<file path="src/rtl/tcc_pkg.sv">
// Package for the text console cursor engine.
// Holds the character codes, result kinds, register indexes and shared types.
// Depends on nothing.
`default_nettype none

package tcc_pkg;

   localparam logic [7:0] CODE_ENQ   = 8'h05;
   localparam logic [7:0] CODE_BS    = 8'h08;
   localparam logic [7:0] CODE_TAB   = 8'h09;
   localparam logic [7:0] CODE_LF    = 8'h0A;
   localparam logic [7:0] CODE_VT    = 8'h0B;
   localparam logic [7:0] CODE_FF    = 8'h0C;
   localparam logic [7:0] CODE_CR    = 8'h0D;
   localparam logic [7:0] CODE_SPACE = 8'd32;

   localparam logic [1:0] KIND_DRAW   = 2'd0;
   localparam logic [1:0] KIND_SCROLL = 2'd1;
   localparam logic [1:0] KIND_CURSOR = 2'd2;

   localparam logic [7:0] CFG_NUM_COLS    = 8'd0;
   localparam logic [7:0] CFG_NUM_ROWS    = 8'd1;
   localparam logic [7:0] CFG_WRAP_ENABLE = 8'd2;
   localparam logic [7:0] CFG_LF_ADDS_CR  = 8'd3;

   localparam logic [7:0] RESET_NUM_COLS = 8'd80;
   localparam logic [7:0] RESET_NUM_ROWS = 8'd60;

   localparam logic [7:0] MIN_COLS = 8'd8;
   localparam logic [7:0] MIN_ROWS = 8'd2;

   localparam int TOP_MARGIN_PIXELS = 35;

   localparam int TAB_BITS = 3;
   localparam logic [TAB_BITS-1:0] TAB_LAST = 3'd7;

   localparam int CNT_BITS = 4;
   localparam logic [CNT_BITS-1:0] MAX_RESULTS = 4'd10;

   localparam int QUEUE_DEPTH = 4;
   localparam int QUEUE_PTR_BITS = 2;

   typedef enum logic [2:0] {
      OP_PUT = 3'd0,
      OP_TAB = 3'd1,
      OP_NL  = 3'd2,
      OP_BS  = 3'd3,
      OP_CR  = 3'd4,
      OP_ENQ = 3'd5
   } op_kind_type;

   typedef struct packed {
      op_kind_type kind;
      logic [7:0]  glyph;
      logic        is_lf;
   } op_type;

   typedef struct packed {
      logic   valid;
      op_type op;
   } push_type;

   typedef struct packed {
      logic [7:0] num_cols;
      logic [7:0] num_rows;
      logic       wrap_enable;
      logic       lf_adds_cr;
   } cfg_type;

endpackage

`default_nettype wire

</file>
<file path="src/rtl/tcc_if.sv">
// Channel interfaces of the text console cursor engine.
// Byte input, result output and register write channels; no dependencies.
`default_nettype none

interface tcc_req_if;
   logic       valid;
   logic       ready;
   logic [7:0] code;
   modport source (output valid, output code, input ready);
   modport sink (input valid, input code, output ready);
endinterface

interface tcc_rsp_if;
   logic       valid;
   logic       ready;
   logic [1:0] kind;
   logic [7:0] cell_col;
   logic [7:0] cell_row;
   logic [7:0] glyph_code;
   logic       last;
   modport source (output valid, output kind, output cell_col, output cell_row,
                   output glyph_code, output last, input ready);
   modport sink (input valid, input kind, input cell_col, input cell_row,
                 input glyph_code, input last, output ready);
endinterface

interface tcc_csr_if;
   logic       valid;
   logic       ready;
   logic [7:0] reg_index;
   logic [7:0] wdata;
   modport source (output valid, output reg_index, output wdata, input ready);
   modport sink (input valid, input reg_index, input wdata, output ready);
endinterface

`default_nettype wire

</file>
<file path="src/rtl/tcc_front.sv">
// Front end: accepts input bytes and classifies them into console operations.
// Uses tcc_pkg and tcc_req_if; feeds tcc_op_queue.
`default_nettype none

module tcc_front (
   tcc_req_if.sink         req,
   input  logic            q_full,
   output tcc_pkg::push_type push
);

   tcc_pkg::op_type op;

   always_comb begin
      op.kind = tcc_pkg::OP_PUT;
      op.glyph = (req.code < tcc_pkg::CODE_SPACE) ? 8'd0 : req.code;
      op.is_lf = 1'b0;
      case (req.code)
         tcc_pkg::CODE_ENQ: begin
            op.kind = tcc_pkg::OP_ENQ;
         end
         tcc_pkg::CODE_BS: begin
            op.kind = tcc_pkg::OP_BS;
         end
         tcc_pkg::CODE_TAB: begin
            op.kind = tcc_pkg::OP_TAB;
            op.glyph = tcc_pkg::CODE_SPACE;
         end
         tcc_pkg::CODE_CR: begin
            op.kind = tcc_pkg::OP_CR;
         end
         tcc_pkg::CODE_LF: begin
            op.kind = tcc_pkg::OP_NL;
            op.is_lf = 1'b1;
         end
         tcc_pkg::CODE_VT, tcc_pkg::CODE_FF: begin
            op.kind = tcc_pkg::OP_NL;
         end
         default: begin
            op.kind = tcc_pkg::OP_PUT;
         end
      endcase
   end

   assign req.ready = !q_full;
   assign push.valid = req.valid && !q_full;
   assign push.op = op;

endmodule

`default_nettype wire

</file>
<file path="src/rtl/tcc_op_queue.sv">
// Short queue of classified operations between the front and back ends.
// Uses tcc_pkg.
`default_nettype none

module tcc_op_queue (
   input  logic              clock,
   input  logic              reset,
   input  tcc_pkg::push_type push,
   input  logic              pop,
   output tcc_pkg::op_type   head,
   output logic              empty,
   output logic              full
);

   tcc_pkg::op_type slot_ff [tcc_pkg::QUEUE_DEPTH];
   logic [tcc_pkg::QUEUE_PTR_BITS-1:0] wr_ptr_ff, wr_ptr_in;
   logic [tcc_pkg::QUEUE_PTR_BITS-1:0] rd_ptr_ff, rd_ptr_in;
   logic [tcc_pkg::QUEUE_PTR_BITS:0]   count_ff, count_in;
   logic do_push;
   logic do_pop;

   assign empty = (count_ff == '0);
   assign full = (count_ff == (tcc_pkg::QUEUE_PTR_BITS+1)'(tcc_pkg::QUEUE_DEPTH));
   assign do_push = push.valid && !full;
   assign do_pop = pop && !empty;
   assign head = slot_ff[rd_ptr_ff];

   always_comb begin
      wr_ptr_in = do_push ? wr_ptr_ff + 1'b1 : wr_ptr_ff;
      rd_ptr_in = do_pop ? rd_ptr_ff + 1'b1 : rd_ptr_ff;
      count_in = count_ff;
      if (do_push && !do_pop) begin
         count_in = count_ff + 1'b1;
      end else if (do_pop && !do_push) begin
         count_in = count_ff - 1'b1;
      end
   end

   always_ff @(posedge clock) begin
      if (do_push) begin
         slot_ff[wr_ptr_ff] <= push.op;
      end
   end

   always_ff @(posedge clock) begin
      if (reset) begin
         wr_ptr_ff <= '0;
         rd_ptr_ff <= '0;
         count_ff <= '0;
      end else begin
         wr_ptr_ff <= wr_ptr_in;
         rd_ptr_ff <= rd_ptr_in;
         count_ff <= count_in;
      end
   end

endmodule

`default_nettype wire

</file>
<file path="src/rtl/tcc_back.sv">
// Back end: executes queued operations on the cursor, at most one result beat per step.
// Uses tcc_pkg and tcc_rsp_if; fed by tcc_op_queue.
`default_nettype none

module tcc_back #(
   parameter int CoordBits = 8,
   parameter int ResetRowValue = 5
) (
   input  logic             clock,
   input  logic             reset,
   input  tcc_pkg::cfg_type cfg,
   input  tcc_pkg::op_type  head,
   input  logic             q_empty,
   output logic             pop,
   tcc_rsp_if.source        rsp
);

   typedef enum logic [2:0] {
      PH_MAIN   = 3'b001,
      PH_WRAP   = 3'b010,
      PH_CURSOR = 3'b100
   } phase_type;

   localparam logic [CoordBits-1:0] ResetRow = CoordBits'(ResetRowValue);
   localparam logic [7:0] ColMax = 8'((1 << CoordBits) - 1);
   localparam logic [8:0] RowMax = 9'(1 << CoordBits);

   phase_type phase_ff, phase_in;
   logic [CoordBits-1:0] col_ff, col_in;
   logic [CoordBits-1:0] row_ff, row_in;
   logic [tcc_pkg::TAB_BITS-1:0] rep_ff, rep_in;
   logic [tcc_pkg::CNT_BITS-1:0] cnt_ff, cnt_in;

   logic       rsp_valid_ff, rsp_valid_in;
   logic [1:0] rsp_kind_ff;
   logic [7:0] rsp_col_ff;
   logic [7:0] rsp_row_ff;
   logic [7:0] rsp_glyph_ff;
   logic       rsp_last_ff;

   logic [7:0] cols_wide;
   logic [8:0] bottom_wide;
   logic [CoordBits-1:0] cols;
   logic [CoordBits-1:0] bottom;
   logic [CoordBits:0] next_col;
   logic [CoordBits-1:0] col_adv;
   logic [CoordBits-1:0] col_mod;
   logic wrap_hit;
   logic row_low;
   logic visible;
   logic last_put;
   logic more_tab;
   logic out_free;
   logic step;
   logic emit;
   logic fire;
   logic finish;
   logic [1:0] e_kind;
   logic [CoordBits-1:0] e_col;
   logic [CoordBits-1:0] e_row;
   logic [7:0] e_glyph;
   logic e_last;

   always_comb begin
      if (cfg.num_cols < tcc_pkg::MIN_COLS) begin
         cols_wide = tcc_pkg::MIN_COLS;
      end else if (cfg.num_cols > ColMax) begin
         cols_wide = ColMax;
      end else begin
         cols_wide = cfg.num_cols;
      end
      if (cfg.num_rows < tcc_pkg::MIN_ROWS) begin
         bottom_wide = 9'({1'b0, tcc_pkg::MIN_ROWS} - 9'd1);
      end else if ({1'b0, cfg.num_rows} > RowMax) begin
         bottom_wide = RowMax - 9'd1;
      end else begin
         bottom_wide = {1'b0, cfg.num_rows} - 9'd1;
      end
   end

   assign cols = cols_wide[CoordBits-1:0];
   assign bottom = bottom_wide[CoordBits-1:0];

   assign next_col = {1'b0, col_ff} + 1'b1;
   assign wrap_hit = cfg.wrap_enable && (next_col >= {1'b0, cols});
   assign row_low = row_ff < bottom;
   assign visible = (col_ff < cols) && (row_ff <= bottom);
   assign last_put = (head.kind != tcc_pkg::OP_TAB) || (rep_ff == tcc_pkg::TAB_LAST);
   assign more_tab = (head.kind == tcc_pkg::OP_TAB) && (rep_ff != '0);

   always_comb begin
      if (cfg.wrap_enable) begin
         col_adv = wrap_hit ? '0 : next_col[CoordBits-1:0];
      end else begin
         col_adv = (next_col > {1'b0, cols}) ? cols : next_col[CoordBits-1:0];
      end
      case (head.kind)
         tcc_pkg::OP_BS: begin
            col_mod = (col_ff != '0) ? col_ff - 1'b1 : col_ff;
         end
         tcc_pkg::OP_CR: begin
            col_mod = '0;
         end
         default: begin
            col_mod = col_ff;
         end
      endcase
   end

   assign out_free = !rsp_valid_ff || rsp.ready;
   assign step = !q_empty && out_free;

   always_comb begin
      phase_in = phase_ff;
      col_in = col_ff;
      row_in = row_ff;
      rep_in = rep_ff;
      finish = 1'b0;
      emit = 1'b0;
      e_kind = tcc_pkg::KIND_CURSOR;
      e_col = col_ff;
      e_row = row_ff;
      e_glyph = 8'd0;
      e_last = 1'b0;
      if (step) begin
         case (phase_ff)
            PH_MAIN: begin
               case (head.kind)
                  tcc_pkg::OP_PUT, tcc_pkg::OP_TAB: begin
                     emit = visible;
                     e_kind = tcc_pkg::KIND_DRAW;
                     e_glyph = head.glyph;
                     col_in = col_adv;
                     rep_in = rep_ff + 1'b1;
                     if (wrap_hit && !row_low) begin
                        phase_in = PH_WRAP;
                     end else begin
                        if (wrap_hit) begin
                           row_in = row_ff + 1'b1;
                        end
                        phase_in = last_put ? PH_CURSOR : PH_MAIN;
                     end
                  end
                  tcc_pkg::OP_NL: begin
                     if (row_low) begin
                        row_in = row_ff + 1'b1;
                     end else begin
                        emit = 1'b1;
                        e_kind = tcc_pkg::KIND_SCROLL;
                        e_col = '0;
                        e_row = bottom;
                        row_in = bottom;
                     end
                     if (head.is_lf && cfg.lf_adds_cr) begin
                        col_in = '0;
                     end
                     phase_in = PH_CURSOR;
                  end
                  default: begin
                     emit = 1'b1;
                     e_col = col_mod;
                     e_last = 1'b1;
                     col_in = col_mod;
                     finish = 1'b1;
                  end
               endcase
            end
            PH_WRAP: begin
               emit = 1'b1;
               e_kind = tcc_pkg::KIND_SCROLL;
               e_col = '0;
               e_row = bottom;
               row_in = bottom;
               phase_in = more_tab ? PH_MAIN : PH_CURSOR;
            end
            PH_CURSOR: begin
               emit = 1'b1;
               e_last = 1'b1;
               finish = 1'b1;
            end
            default: begin
               phase_in = PH_MAIN;
            end
         endcase
      end
      if (finish) begin
         phase_in = PH_MAIN;
         rep_in = '0;
      end
   end

   assign fire = emit && (cnt_ff < tcc_pkg::MAX_RESULTS);
   assign pop = finish;

   always_comb begin
      cnt_in = cnt_ff;
      if (finish) begin
         cnt_in = '0;
      end else if (fire) begin
         cnt_in = cnt_ff + 1'b1;
      end
      rsp_valid_in = out_free ? fire : rsp_valid_ff;
   end

   always_ff @(posedge clock) begin
      if (fire) begin
         rsp_kind_ff <= e_kind;
         rsp_col_ff <= 8'(e_col);
         rsp_row_ff <= 8'(e_row);
         rsp_glyph_ff <= e_glyph;
         rsp_last_ff <= e_last;
      end
   end

   always_ff @(posedge clock) begin
      if (reset) begin
         phase_ff <= PH_MAIN;
         col_ff <= '0;
         row_ff <= ResetRow;
         rep_ff <= '0;
         cnt_ff <= '0;
         rsp_valid_ff <= 1'b0;
      end else begin
         phase_ff <= phase_in;
         col_ff <= col_in;
         row_ff <= row_in;
         rep_ff <= rep_in;
         cnt_ff <= cnt_in;
         rsp_valid_ff <= rsp_valid_in;
      end
   end

   assign rsp.valid = rsp_valid_ff;
   assign rsp.kind = rsp_kind_ff;
   assign rsp.cell_col = rsp_col_ff;
   assign rsp.cell_row = rsp_row_ff;
   assign rsp.glyph_code = rsp_glyph_ff;
   assign rsp.last = rsp_last_ff;

endmodule

`default_nettype wire

</file>
<file path="src/rtl/text_console_cursor_engine.sv">
// Top level of the text console cursor engine: register file, front end,
// operation queue and back end. Uses tcc_pkg, tcc_if, tcc_front, tcc_op_queue, tcc_back.
//
//   channel   direction  beat
//   req_bus   in         one character byte (code)
//   rsp_bus   out        one cell command or the cursor position (last on the cursor)
//   csr_bus   in         one register write (reg_index, wdata), always ready
//
// Each back-end step gives at most one result beat, a dropped draw
// included: a printable byte takes two steps, three when its wrap scrolls, a line feed
// two, backspace, carriage return and 0x05 one, and a tab nine, or ten with a scroll.
// The front end takes a byte every cycle while the four-entry queue has room; a stalled
// result holds the back end, and the front end keeps taking bytes until the queue fills.
// Reset puts the cursor at column 0, row 35 / GLYPH_HEIGHT + 1, with the register defaults.
`default_nettype none

module text_console_cursor_engine #(
   parameter int GLYPH_HEIGHT = 8,
   parameter int COORD_WIDTH = 8
) (
   input  wire        clock,
   input  wire        reset,
   tcc_req_if.sink    req_bus,
   tcc_rsp_if.source  rsp_bus,
   tcc_csr_if.sink    csr_bus
);

   localparam int CoordBits = (COORD_WIDTH < 8) ? COORD_WIDTH : 8;
   localparam int ResetRowValue = tcc_pkg::TOP_MARGIN_PIXELS / GLYPH_HEIGHT + 1;

   tcc_pkg::cfg_type cfg_ff, cfg_in;
   tcc_pkg::push_type push;
   tcc_pkg::op_type head;
   logic q_empty;
   logic q_full;
   logic pop;

   always_comb begin
      cfg_in = cfg_ff;
      if (csr_bus.valid) begin
         case (csr_bus.reg_index)
            tcc_pkg::CFG_NUM_COLS: begin
               cfg_in.num_cols = csr_bus.wdata;
            end
            tcc_pkg::CFG_NUM_ROWS: begin
               cfg_in.num_rows = csr_bus.wdata;
            end
            tcc_pkg::CFG_WRAP_ENABLE: begin
               cfg_in.wrap_enable = csr_bus.wdata[0];
            end
            tcc_pkg::CFG_LF_ADDS_CR: begin
               cfg_in.lf_adds_cr = csr_bus.wdata[0];
            end
            default: begin
               cfg_in = cfg_ff;
            end
         endcase
      end
   end

   always_ff @(posedge clock) begin
      if (reset) begin
         cfg_ff.num_cols <= tcc_pkg::RESET_NUM_COLS;
         cfg_ff.num_rows <= tcc_pkg::RESET_NUM_ROWS;
         cfg_ff.wrap_enable <= 1'b1;
         cfg_ff.lf_adds_cr <= 1'b1;
      end else begin
         cfg_ff <= cfg_in;
      end
   end

   assign csr_bus.ready = 1'b1;

   tcc_front u_front (
      .req    (req_bus),
      .q_full (q_full),
      .push   (push)
   );

   tcc_op_queue u_queue (
      .clock (clock),
      .reset (reset),
      .push  (push),
      .pop   (pop),
      .head  (head),
      .empty (q_empty),
      .full  (q_full)
   );

   tcc_back #(
      .CoordBits     (CoordBits),
      .ResetRowValue (ResetRowValue)
   ) u_back (
      .clock   (clock),
      .reset   (reset),
      .cfg     (cfg_ff),
      .head    (head),
      .q_empty (q_empty),
      .pop     (pop),
      .rsp     (rsp_bus)
   );

`ifndef SYNTHESIS
   // The final beat of a byte is always its cursor position, and only that one.
   a_last_is_cursor: assert property (@(posedge clock) disable iff (reset)
      rsp_bus.valid && rsp_bus.last |-> rsp_bus.kind == tcc_pkg::KIND_CURSOR)
      else $error("last beat is not a cursor result");

   a_cursor_is_last: assert property (@(posedge clock) disable iff (reset)
      rsp_bus.valid && rsp_bus.kind == tcc_pkg::KIND_CURSOR |-> rsp_bus.last)
      else $error("cursor result without last");

   // A scroll beat names the cleared row only.
   a_scroll_shape: assert property (@(posedge clock) disable iff (reset)
      rsp_bus.valid && rsp_bus.kind == tcc_pkg::KIND_SCROLL
      |-> rsp_bus.cell_col == 8'd0 && rsp_bus.glyph_code == 8'd0)
      else $error("scroll result carries a column or glyph");

   // The queue never takes a byte while it reports itself full.
   a_no_accept_when_full: assert property (@(posedge clock) disable iff (reset)
      q_full |-> !push.valid && !req_bus.ready)
      else $error("byte accepted into a full queue");
`endif

endmodule

`default_nettype wire

</file>
<file path="src/flat_wrapper.sv">
// flat-port wrapper written by rule: the top's interface ports become plain ports
module text_console_cursor_engine_flat 
#(
   parameter int GLYPH_HEIGHT = 8,
   parameter int COORD_WIDTH = 8
)
  (clock, reset, req_bus_valid, req_bus_code, req_bus_ready, rsp_bus_valid, rsp_bus_kind, rsp_bus_cell_col, rsp_bus_cell_row, rsp_bus_glyph_code, rsp_bus_last, rsp_bus_ready, csr_bus_valid, csr_bus_reg_index, csr_bus_wdata, csr_bus_ready);
  tcc_req_if req_bus_i ();
  tcc_rsp_if rsp_bus_i ();
  tcc_csr_if csr_bus_i ();
  input  wire clock;
  input  wire reset;
  input wire logic [$bits(req_bus_i.valid)-1:0] req_bus_valid;
  input wire logic [$bits(req_bus_i.code)-1:0] req_bus_code;
  output wire logic [$bits(req_bus_i.ready)-1:0] req_bus_ready;
  output wire logic [$bits(rsp_bus_i.valid)-1:0] rsp_bus_valid;
  output wire logic [$bits(rsp_bus_i.kind)-1:0] rsp_bus_kind;
  output wire logic [$bits(rsp_bus_i.cell_col)-1:0] rsp_bus_cell_col;
  output wire logic [$bits(rsp_bus_i.cell_row)-1:0] rsp_bus_cell_row;
  output wire logic [$bits(rsp_bus_i.glyph_code)-1:0] rsp_bus_glyph_code;
  output wire logic [$bits(rsp_bus_i.last)-1:0] rsp_bus_last;
  input wire logic [$bits(rsp_bus_i.ready)-1:0] rsp_bus_ready;
  input wire logic [$bits(csr_bus_i.valid)-1:0] csr_bus_valid;
  input wire logic [$bits(csr_bus_i.reg_index)-1:0] csr_bus_reg_index;
  input wire logic [$bits(csr_bus_i.wdata)-1:0] csr_bus_wdata;
  output wire logic [$bits(csr_bus_i.ready)-1:0] csr_bus_ready;
  assign req_bus_i.valid = req_bus_valid;
  assign req_bus_i.code = req_bus_code;
  assign req_bus_ready = req_bus_i.ready;
  assign rsp_bus_valid = rsp_bus_i.valid;
  assign rsp_bus_kind = rsp_bus_i.kind;
  assign rsp_bus_cell_col = rsp_bus_i.cell_col;
  assign rsp_bus_cell_row = rsp_bus_i.cell_row;
  assign rsp_bus_glyph_code = rsp_bus_i.glyph_code;
  assign rsp_bus_last = rsp_bus_i.last;
  assign rsp_bus_i.ready = rsp_bus_ready;
  assign csr_bus_i.valid = csr_bus_valid;
  assign csr_bus_i.reg_index = csr_bus_reg_index;
  assign csr_bus_i.wdata = csr_bus_wdata;
  assign csr_bus_ready = csr_bus_i.ready;
  text_console_cursor_engine #(.GLYPH_HEIGHT(GLYPH_HEIGHT), .COORD_WIDTH(COORD_WIDTH)) u_core (.clock(clock), .reset(reset), .req_bus(req_bus_i), .rsp_bus(rsp_bus_i), .csr_bus(csr_bus_i));
endmodule
</file>
<file path="config.mk">
export PLATFORM = sky130hd
export DESIGN_NAME = text_console_cursor_engine_flat
export DESIGN_NICKNAME = d
export VERILOG_FILES = /design/src/rtl/tcc_pkg.sv /design/src/rtl/tcc_if.sv /design/src/rtl/tcc_front.sv /design/src/rtl/tcc_op_queue.sv /design/src/rtl/tcc_back.sv /design/src/rtl/text_console_cursor_engine.sv /design/src/flat_wrapper.sv
export SDC_FILE = /design/constraint.sdc
export NUM_CORES = 1
export LEC_CHECK = 0
export BUFFER_PORTS_ARGS = -buffer_cell sky130_fd_sc_hd__buf_4
export CAP_MARGIN = 20
export CORE_AREA = 2 2 114 116
export CTS_BUF_LIST = sky130_fd_sc_hd__clkbuf_8
export CTS_CLUSTER_DIAMETER = 100
export DETAILED_ROUTE_END_ITERATION = 16
export DIE_AREA = 0 0 116 118
export PLACE_DENSITY = 0.83
export SYNTH_ARGS = -nofsm -noshare
export SYNTH_HDL_FRONTEND = slang
export SYNTH_SLANG_ARGS = --single-unit
export TNS_END_PERCENT = 1
</file>
<file path="constraint.sdc">
create_clock -name clock -period 4.55 [get_ports clock]
set_input_delay 0.455 -clock clock [delete_from_list [all_inputs] [get_ports clock]]
set_output_delay 0.455 -clock clock [all_outputs]
set_load 0.01 [all_outputs]
</file>
After elaboration in Yosys (flattened, before gate mapping)
Memory sizes are Yosys's and may differ from the RTL's. A register that Yosys moved wholly into a read port is not among the register bits.
Cells that the tools add are included.
{ "word_totals": {"reg_bits": 79, "latchBits": 0, "ramBits": 48, "romBits": 0, "input_bits": 29, "out_inout_bits": 30, "mem_count": 1} }
{ "mem_list": {"columns": ["memory", "depth", "word_bits", "read_ports", "rd_ports_with_merged_regs", "wr", "line_no", "text"], "rows": [
  ["u_core.u_queue.slot_ff", 4, 12, 1, 1, 1, "tcc_op_queue.sv:15", "tcc_pkg::op_type slot_ff [tcc_pkg::QUEUE_DEPTH];"]
]} }
{ "classes": {"add_sub_neg": 10, "n_mul": 0, "div_mod_pow": 0, "n_lt_le_gt_ge": 11, "n_eq_ne": 24, "shift": 0, "muxes": 49, "bitwise_logic": 1, "n_reduce_logical": 40} }
{ "ops": {"columns": ["cell", "n"], "rows": [
  ["two-way mux 8 bit", 19],
  ["one-hot mux 8 bit (2 select lines)", 7],
  ["== test 8 x 4 -> 1 bit, second input constant", 6],
  ["== test 8 x 2 -> 1 bit, second input constant", 2],
  ["< comparator 8 bit", 2],
  ["subtractor 8 x 1 -> 8 bit, second input constant", 2],
  ["two-way mux 3 bit", 5],
  ["one-hot mux 3 bit (5 select lines)", 1],
  ["== test 3 bit, second input constant", 4],
  ["logical AND 1 bit", 12],
  ["adder 8 x 1 -> 9 bit, second input constant", 1],
  ["== test 3 x 2 -> 1 bit, second input constant", 3],
  [">= comparator 9 x 8 -> 1 bit", 1],
  ["greater-than comparator 8 x 9 -> 1 bit, second input constant", 1],
  ["greater-than comparator 9 x 8 -> 1 bit", 1],
  ["one-hot mux 3 bit (3 select lines)", 1],
  ["AND reduction 3 bit", 3],
  ["adder 8 x 1 -> 8 bit, second input constant", 1],
  ["== test 8 x 1 -> 1 bit, second input constant", 1],
  ["== test 8 x 3 -> 1 bit, second input constant", 1],
  ["greater-than comparator 8 bit, second input constant", 1],
  ["less-or-equal comparator 8 bit", 1],
  ["logical NOT 8 bit", 1],
  ["< comparator 8 x 2 -> 1 bit, second input constant", 1],
  ["other kinds (28)", 57]
]} }

Logic depth before layout (Yosys ltp)
Gate-level depths: netlist (run 1).
{ "depth": {"depth_word": 9, "mapped_depth": 15, "ltp_nobuf": 13} }

Modules after synthesis
A second synthesis (run 1) with hierarchy kept.
{ "hier_totals": {"hier_cells": 678, "hier_area_um2": 7148.1} }
{ "by_module_without_submodules": {"columns": ["mod", "n_inst", "cells_each", "area_per_inst_um2", "seq_area_each_um2"], "rows": [
  ["tcc_back", 1, 465, 3980.1, 1351.3],
  ["tcc_op_queue", 1, 110, 2198.4, 1621.6],
  ["text_console_cursor_engine", 1, 82, 818.3, 360.3],
  ["tcc_front", 1, 21, 151.4, 0.0]
]} }

Least setup slack after synthesis (run 1)
No wires, ideal clock.
{ "synth_timing": {"path_kind": "register -> register", "from": "register u_core.cfg_ff[5] (netlist name)", "to": "register u_core.u_back.rsp_col_ff[0] (netlist: u_core.u_back.rsp.cell_col[0]), enable pin", "setup_time_ns": 0.375, "arrival_time_ns": 3.116, "required_time_ns": 4.175, "slack_ns": 1.059, "stages_incl_launch_ff": 11, "n_path_buf": 1, "synth_period_minus_slack_ns": 3.491, "cell_sequence": "dfxtp_1 > clkbuf_1 > or4_1 > o311ai_0 > o21a_1 > ha_1 > o211ai_1 > a21oi_1 > o22ai_1 > nor4b_1 > o31a_2"} }
{ "synth_via": {"elab_chain_cells": 9, "elab_cells_between_ends": 13, "classes_between": "1 x add/sub; 4 x order compare; 6 x mux; 2 x reduce/logical"} }
{ "synth_rtl": {"columns": ["item", "line_no", "text"], "rows": [
  ["start, declared", "text_console_cursor_engine.sv:31", "tcc_pkg::cfg_type cfg_ff, cfg_in;"],
  ["start signal, assigned", "text_console_cursor_engine.sv:68", "cfg_ff <= cfg_in;"],
  ["subtractor 8 x 1 -> 8 bit or greater-than comparator 8 x 9 -> 1 bit (tied branches)", "tcc_back.sv:77, tcc_back.sv:74", null],
  ["two-way mux 8 bit", "tcc_back.sv:74", "end else if ({1'b0, cfg.num_rows} > RowMax) begin"],
  ["two-way mux 8 bit *", "tcc_back.sv:72", "if (cfg.num_rows < tcc_pkg::MIN_ROWS) begin"],
  ["< comparator 8 bit or less-or-equal comparator 8 bit (tied branches)", "tcc_back.sv:86, tcc_back.sv:87", null],
  ["two-way mux 1 bit or logical AND 1 bit (tied branches)", "tcc_back.sv:145, tcc_back.sv:87", null],
  ["one-hot mux 1 bit (2 select lines) *", "tcc_back.sv:128", "case (head.kind)"],
  ["one-hot mux 1 bit (2 select lines) *", "tcc_back.sv:126", "case (phase_ff)"],
  ["two-way mux 1 bit *", "tcc_back.sv:125", "if (step) begin"],
  ["logical AND 1 bit *", "tcc_back.sv:192", "assign fire = emit && (cnt_ff < tcc_pkg::MAX_RESULTS);"],
  ["via u_core.u_back.fire", "tcc_back.sv:56", "logic fire;"],
  ["end signal, assigned", "tcc_back.sv:208", "rsp_col_ff <= 8'(e_col);"],
  ["end, declared", "tcc_back.sv:36", "logic [7:0] rsp_col_ff;"]
]} }
The timed path passes the listed nets; every way through them passes the cells marked *.
A chain may end at the register's enable or synchronous reset.

Final worst setup path (run 1)
{ "layout_timing": {"from": "register u_core.cfg_ff[5] (netlist name)", "to": "register u_core.u_back.rsp_col_ff[2] (netlist: u_core.u_back.rsp.cell_col[2]), enable pin"} }
The elaborated chain is that of the path after synthesis.

==> impl_metrics.env, run 1 <==
export IMPL_power_density_nw_per_um2=545
export IMPL_async_flop_share=0
export IMPL_outcome="finished clean"
export IMPL_yosysSeqAreaShare=0.483
export IMPL_grt_pass1_vias=5115
export IMPL_min_from="req_bus_code[7]"
export IMPL_synth_top_area_frac=0.326
export IMPL_nets=780
export IMPL_num_vias=5342
export IMPL_finalHoldViolCount=0
export IMPL_rows=41
export IMPL_synth_distinct_cells=75
export IMPL_syn_num_nets=728
export IMPL_clockRootBuffer="clkbuf_8"
export IMPL_htreeDepth=4
export IMPL_vias_per_cell=5.96
export IMPL_fp_dieW_um=116
export IMPL_port_buffers=57
export IMPL_whs_ns=0.207
export IMPL_synth_common_cells="75 x edfxtp_1, 60 x nor2_1, 54 x dfxtp_1, 53 x nand2_1, 47 x a21oi_1"
export IMPL_ios=59
export IMPL_gr_total_overflow=0
export IMPL_path_cells="or4_1 > o31ai_1 > ha_1 > a21oi_1 > o21ai_0 > o22ai_1 > nor4b_1 > o31a_2"
export IMPL_cts_inserted_buffers=17
export IMPL_synth_top_area_cell="edfxtp_1"
export IMPL_cp_buffers_inverters=0
export IMPL_dp_hpwl_mm=11.6
export IMPL_yosysMostFrequentCell="edfxtp_1"
export IMPL_antenna_cells=0
export IMPL_cts_setup_buffers=0
export IMPL_antenna_found_initial=0
export IMPL_die_area_um2=13700
export IMPL_clk_path_buf_depth=2
export IMPL_ys_flop_type="edfxtp_1"
export IMPL_cts_resized=0
export IMPL_ys_ff_latch=129
export IMPL_crit_arrival_ns=4.14
export IMPL_synth_edf_count=75
export IMPL_hold_path_class="input pin to flop"
export IMPL_grt_first_pass_wirelength_mm=25.6
export IMPL_path_delay_family="compound AO/OA/AOI/OAI gates"
export IMPL_slowest_stage="o31a_2"
export IMPL_fin_crit_ns=4.05
export IMPL_setup_violations=0
export IMPL_place_gp_congestion=0.957
export IMPL_grt_max_degree=39
export IMPL_cts_tree="built"
export IMPL_tightest_slew_ns=0.962
export IMPL_ys_warn_count=0
export IMPL_first_pass_iters=5
export IMPL_grt_setup_unrepaired="false"
export IMPL_r2r_cells=8
export IMPL_whs_path_depth=1
export IMPL_tns_ns=0
export IMPL_drv_slew=0
export IMPL_wl_mm=16.1
export IMPL_skew_ns=0.00976
export IMPL_dr_first_iter_drc_count=518
export IMPL_critPathLaunch="u_core.cfg_ff[5]"
export IMPL_coreArea_um2=12400
export IMPL_slew_headroom=0.357
export IMPL_ir_drop_mv=0.347
export IMPL_cts_clk_slew_worst_paths_ns=0.08
export IMPL_crit_required_ns=4.63
export IMPL_crit_path_max_incr_delay_ns=0.78
export IMPL_fmax_ghz=0.247
export IMPL_grt_usage=0.242
export IMPL_drc=0
export IMPL_drv_cap=0
export IMPL_worstSetupPathType="flop to flop"
export IMPL_drive_gt1_frac=0.160
export IMPL_fin_crit_sh=0.891
export IMPL_leakage_nw=3.09
export IMPL_path_depth=8
export IMPL_start_util=0.556
export IMPL_rr_startpoint="u_core.cfg_ff[5]"
export IMPL_die_y_um=118
export IMPL_hold_buffers=0
export IMPL_worstSetupStartpointType="flop"
export IMPL_clkSinkCount=129
export IMPL_syn_mean_instance_area_um2=10.5
export IMPL_syn_area_um2=6900
export IMPL_crit_path_max_fanout=31
export IMPL_synth_area_leaders="edfxtp_1 33%, dfxtp_1 16%, ha_1 6.9%"
export IMPL_clk_latency_ns=0.46
export IMPL_end_kind="flop"
export IMPL_ant_nets=0
export IMPL_area_growth_pct=13.9
export IMPL_wire_per_inst_um=18.0
export IMPL_synthCells=660
==> cell type report <==
cell class                      instances  area (um^2)
Timing Repair Buffer                   62          465
Multi-Input combinational cell        471         3310
Inverter                               31          116
Clock inverter                         15          180
Clock buffer                           17          234
Fill cell                            1014         4560
Tap cell                              172          215
Sequential cell                       129         3330
==> stage by stage <==
| step | area [um^2] | power (mW) | util | std cells | setup slack, ns |
|---|---|---|---|---|---|
| global route | 7860 | 4.51 | 0.633 | 897 | 0.115 |
| finish | 7860 | 4.28 | 0.633 | 897 | 0.495 |
| floorplan | 6900 | 2.71 | - | 660 | 1.06 |
| CTS | 7860 | 4.28 | 0.633 | 897 | 0.532 |
| global placement | 7440 | 3.18 | 0.600 | 865 | 0.695 |
| detailed placement | 7440 | 3.24 | 0.600 | 865 | 0.547 |
==> routing by layer <==
metal,GRT usage,wire (um),share of wire
met5,0,0,0
met4,0.0982,342,0.021
met3,0.0530,885,0.055
met2,0.385,7850,0.49
met1,0.320,7050,0.44
==> kinds of logic after synthesis <==
kind of cell	Yosys count	share of synthesized area
fa+ha+maj	39	0.0718
mux	36	0.0756
simple gates	233	0.171
other cells	1	0.000544
buf+inv	60	0.0366
compound gates	149	0.144
flops	129	0.483
xor+xnor	13	0.0165
==> cell usage in the layout (no fill, tap or decap), types with 4 or more instances in the layout <==
cell,synthesis,layout
a211oi_1,4,4
a21o_1,4,4
a21oi_1,47,47
a31oi_1,6,6
and2_1,4,4
and3_1,17,17
buf_4,2,62
clkbuf_8,0,17
dfxtp_1,54,54
edfxtp_1,75,75
ha_1,38,38
inv_1,31,32
inv_6,0,5
mux2i_1,24,24
mux4_2,9,9
nand2_1,53,53
nand2b_1,13,13
nand3_1,13,13
nand3b_1,5,5
nand4_1,4,4
nor2_1,60,60
nor2b_1,11,11
nor3_1,18,18
nor3b_1,7,7
nor4_1,7,7
o211ai_1,11,11
o21a_1,4,4
o21ai_0,28,28
o32ai_1,5,5
or3_1,4,4
xnor2_1,7,7
xor2_1,6,6
==> sequential cells by signal, indices dropped and copies added, names as in the netlist, 4 cells and up, named ones only <==
name and cells:
u_core.u_back.cnt_ff 4, u_core.u_back.rsp.glyph_code 8, u_core.u_back.col_ff 8, u_core.u_back.row_ff 8
u_core.u_back.rsp.cell_row 8, u_core.u_back.rsp.cell_col 8, u_core.u_queue.slot_ff 48, u_core.cfg_ff 18
==> report_power, final <==
| group | switching, mW | internal (mW) | leakage, nW | total (mW) |
|---|---|---|---|---|
| clock network | 0.488 | 0.547 | 0.211 | 1.04 |
| registers | 0.159 | 1.54 | 1.14 | 1.70 |
| logic | 0.933 | 0.612 | 1.73 | 1.55 |
| total | 1.58 | 2.70 | 3.09 | 4.28 |
==> path summary, 6_finish.rpt <==
| check | to | slack, ns |
|---|---|---|
| max | u_core.u_back.rsp.cell_col[2] | 0.50 |
| max reg2reg | u_core.u_back.rsp.cell_col[2] | 0.50 |
| min reg2reg | u_core.u_back.rep_ff[2] | 0.49 |
| min | u_core.u_queue.slot_ff[2][8] | 0.21 |
No activity file was read; power rests on OpenSTA's default activity.
==> run 2, diff against run 1 <==
--- a/config.mk
+++ b/config.mk
@@ -7,13 +7,14 @@
 export LEC_CHECK = 0
 export BUFFER_PORTS_ARGS = -buffer_cell sky130_fd_sc_hd__buf_4
 export CAP_MARGIN = 20
-export CORE_AREA = 2 2 114 116
+export CORE_AREA = 2 2 115 117
 export CTS_BUF_LIST = sky130_fd_sc_hd__clkbuf_8
 export CTS_CLUSTER_DIAMETER = 100
 export DETAILED_ROUTE_END_ITERATION = 16
-export DIE_AREA = 0 0 116 118
-export PLACE_DENSITY = 0.83
+export DIE_AREA = 0 0 117 119
+export PLACE_DENSITY = 0.84
 export SYNTH_ARGS = -nofsm -noshare
 export SYNTH_HDL_FRONTEND = slang
+export SYNTH_HIERARCHICAL = 1
 export SYNTH_SLANG_ARGS = --single-unit
 export TNS_END_PERCENT = 1
==> run 2 against run 1 <==
Count of clock-buffer cells in the layout unchanged. Critical path depth increased by 4. Sequential share of layout area decreased by 0.93 points. Maximum frequency decreased by 5.6%. Combinational power decreased by 19%. Cell count increased by 2.3%. Setup slack got worse by 0.24 ns. Critical path type unchanged.
==> impl_metrics.env, run 2 <==
export IMPL_crit_top_cell="a21oi_1"
export IMPL_crit_required_ns=4.74
export IMPL_start_util=0.555
export IMPL_nets=798
export IMPL_critPathLaunch="u_core/cfg_ff[7]"
export IMPL_async_flop_share=0
export IMPL_p_switching_mw=1.33
export IMPL_yosysSeqAreaShare=0.466
export IMPL_swShare=0.356
export IMPL_reg_largest_list="u_core/u_queue/slot_ff x48, u_core/cfg_ff x18"
export IMPL_crit_path_max_incr_delay_ns=0.60
export IMPL_htreeDepth=4
export IMPL_intPower_mw=2.41
export IMPL_outcome="finished clean"
export IMPL_hold_path_class="input pin to flop"
export IMPL_drive_gt1_frac=0.181
export IMPL_synth_edf_count=75
export IMPL_use_met1=0.271
export IMPL_whs_path_depth=1
export IMPL_fin_crit_sh=0.944
export IMPL_crit_arrival_ns=4.48
export IMPL_gr_usage_met3=0.0621
export IMPL_die_y_um=119
export IMPL_fp_dieW_um=117
export IMPL_grt_usage=0.232
export IMPL_regMostFlops="u_core/u_queue/slot_ff"
export IMPL_first_pass_iters=5
export IMPL_cts_resized=0
export IMPL_dp_hpwl_mm=11.1
export IMPL_drc=0
export IMPL_leakage_nw=3.00
export IMPL_grt_setup_unrepaired="false"
export IMPL_ios=59
export IMPL_gr_max_usage_layer="met2"
export IMPL_sequentialPowerShare=0.437
export IMPL_fin_crit_ns=4.30
export IMPL_worstSetupStartpointType="flop"
export IMPL_ant_nets=0
export IMPL_dr_first_iter_drc_count=409
export IMPL_die_area_um2=13900
export IMPL_syn_area_um2=7150
export IMPL_ys_warn_count=6
export IMPL_hold_buffers=0
export IMPL_synth_common_cells="75 x edfxtp_1, 61 x nor2_1, 54 x dfxtp_1, 43 x a21oi_1, 41 x nand2_1"
export IMPL_drv_cap=0
export IMPL_path_delay_family="compound AO/OA/AOI/OAI gates"
export IMPL_min_from="req_bus_code[6]"
export IMPL_slowest_stage="a2111oi_2"
export IMPL_clkSinkCount=129
export IMPL_port_buffers=57
export IMPL_synthCells=678
export IMPL_cts_tree="built"
export IMPL_grt_max_degree=65
export IMPL_power_density_nw_per_um2=466
export IMPL_worstSetupPathType="flop to flop"
export IMPL_wire_per_inst_um=16.8
export IMPL_fmax_ghz=0.233
export IMPL_drv_slew=0
export IMPL_synth_top_area_frac=0.315
export IMPL_ys_ff_latch=129
export IMPL_cp_buffers_inverters=2
export IMPL_synth_distinct_cells=80
export IMPL_place_gp_congestion=0.951
export IMPL_wl_mm=15.4
export IMPL_mostFrequentLayoutCells="75 x edfxtp_1, 64 x buf_4, 61 x nor2_1"
export IMPL_clockRootBuffer="clkbuf_8"
export IMPL_ys_flop_type="edfxtp_1"
export IMPL_path_depth=12
export IMPL_synth_area_leaders="edfxtp_1 32%, dfxtp_1 15%, ha_1 6.7%"
export IMPL_antenna_cells=0
export IMPL_layout_commonest_cell="edfxtp_1"
export IMPL_placed_cell_area_um2=7690
export IMPL_gr_usage_met2=0.396
export IMPL_antenna_found_initial=0
export IMPL_end_kind="flop"
export IMPL_clk_latency_ns=0.44
export IMPL_ir_drop_mv=0.395
export IMPL_rows=42
export IMPL_syn_num_nets=746
export IMPL_num_vias=5432
export IMPL_comb_power_share=0.335
export IMPL_setup_violations=0
export IMPL_p_clk_frac=0.228
export IMPL_r2r_cells=12
export IMPL_gr_total_overflow=0
export IMPL_n_fill_cell=1032
export IMPL_cts_setup_buffers=0
export IMPL_finalHoldViolCount=0
export IMPL_slew_headroom=0.461
export IMPL_area_growth_pct=12.4
export IMPL_cts_inserted_buffers=17
export IMPL_cts_clk_slew_worst_paths_ns=0.08
export IMPL_rr_startpoint="u_core/cfg_ff[7]"
export IMPL_crit_path_max_fanout=16
export IMPL_design_area_um2=8030
export IMPL_syn_mean_instance_area_um2=10.5
export IMPL_largest_reg_flops=48
export IMPL_path_cells="or3_1 > or4_1 > nor3b_1 > a21oi_1 > ha_1 > a21oi_1 > a21oi_1 > o21a_1 > a2111oi_2 > or2_2 > inv_1 > buf_4"
export IMPL_yosysMostFrequentCell="edfxtp_1"
export IMPL_grt_pass1_vias=5356
export IMPL_skew_ns=0.00933
export IMPL_tightest_slew_ns=0.802
export IMPL_tns_ns=0
export IMPL_synth_top_area_cell="edfxtp_1"
export IMPL_clk_path_buf_depth=2
export IMPL_coreArea_um2=12900
export IMPL_grt_first_pass_wirelength_mm=24.9
export IMPL_vias_per_cell=5.92
-- run 2: power by group through the flow --
stage / logic, mW / clock network (mW) / registers (mW)
after CTS: 1.25 / 0.875 / 1.64
final: 1.25 / 0.855 / 1.64
after floorplan: 0.801 / 0 / 1.67
after detailed placement: 1.25 / 0 / 1.66
after global routing: 1.37 / 0.918 / 1.66
after global placement: 1.20 / 0 / 1.65
-- run 2: metrics by stage --
step | hold slack, ns | worst slack [ns] | power [mW] | util | std cells
6_report | 0.252 | 0.253 | 3.75 | 0.624 | 918
5_1_grt | 0.228 | 0.0409 | 3.95 | 0.624 | 918
4_1_cts | 0.223 | 0.264 | 3.77 | 0.624 | 918
3_5_place_dp | 0.471 | 0.279 | 2.91 | 0.597 | 887
3_3_place_gp | 0.443 | 0.541 | 2.85 | 0.597 | 887
2_1_floorplan | 0.419 | 0.856 | 2.47 | - | 678
-- run 2: area by class of cell --
type / count / area (um^2) / share of cell area
clock buffer: 17 / 234 / 0.0291
clock inverter: 14 / 110 / 0.0137
inverter: 37 / 139 / 0.0173
multi-input combinational: 481 / 3520 / 0.438
sequential: 129 / 3330 / 0.415
tap: 176 / 220 / 0.0274
timing repair buffer: 64 / 480 / 0.0598
-- run 2: cells by family (layout without fill, tap and decap cells) --
family,after synthesis,in the layout,share of synthesized area
xor gates and xnor gates,12,12,0.0147
DFF,129,129,0.466
AOI/OAI and AO/OA,140,140,0.132
other,1,1,0.000525
muxes,47,47,0.0873
buffers and inverters,68,132,0.0417
and+or+nand+nor,242,242,0.188
adders and majority gates,39,39,0.0693
-- run 2: final timing paths --
check                               endpoint  slack (ns)
max          u_core/u_back/rsp.glyph_code[6]        0.25
min             u_core/u_queue/slot_ff[0][7]        0.25
max reg2reg  u_core/u_back/rsp.glyph_code[6]        0.25
min reg2reg                u_core/cfg_ff[11]        0.48
-- run 2: layer usage --
metal / routed length, um / part of all wire / vias to the layer above
li1: - / - / 2598
met1: 6250 / 0.41 / 2597
met2: 7890 / 0.51 / 191
met3: 837 / 0.054 / 46
met4: 451 / 0.029 / 0
met5: 0 / 0 / -
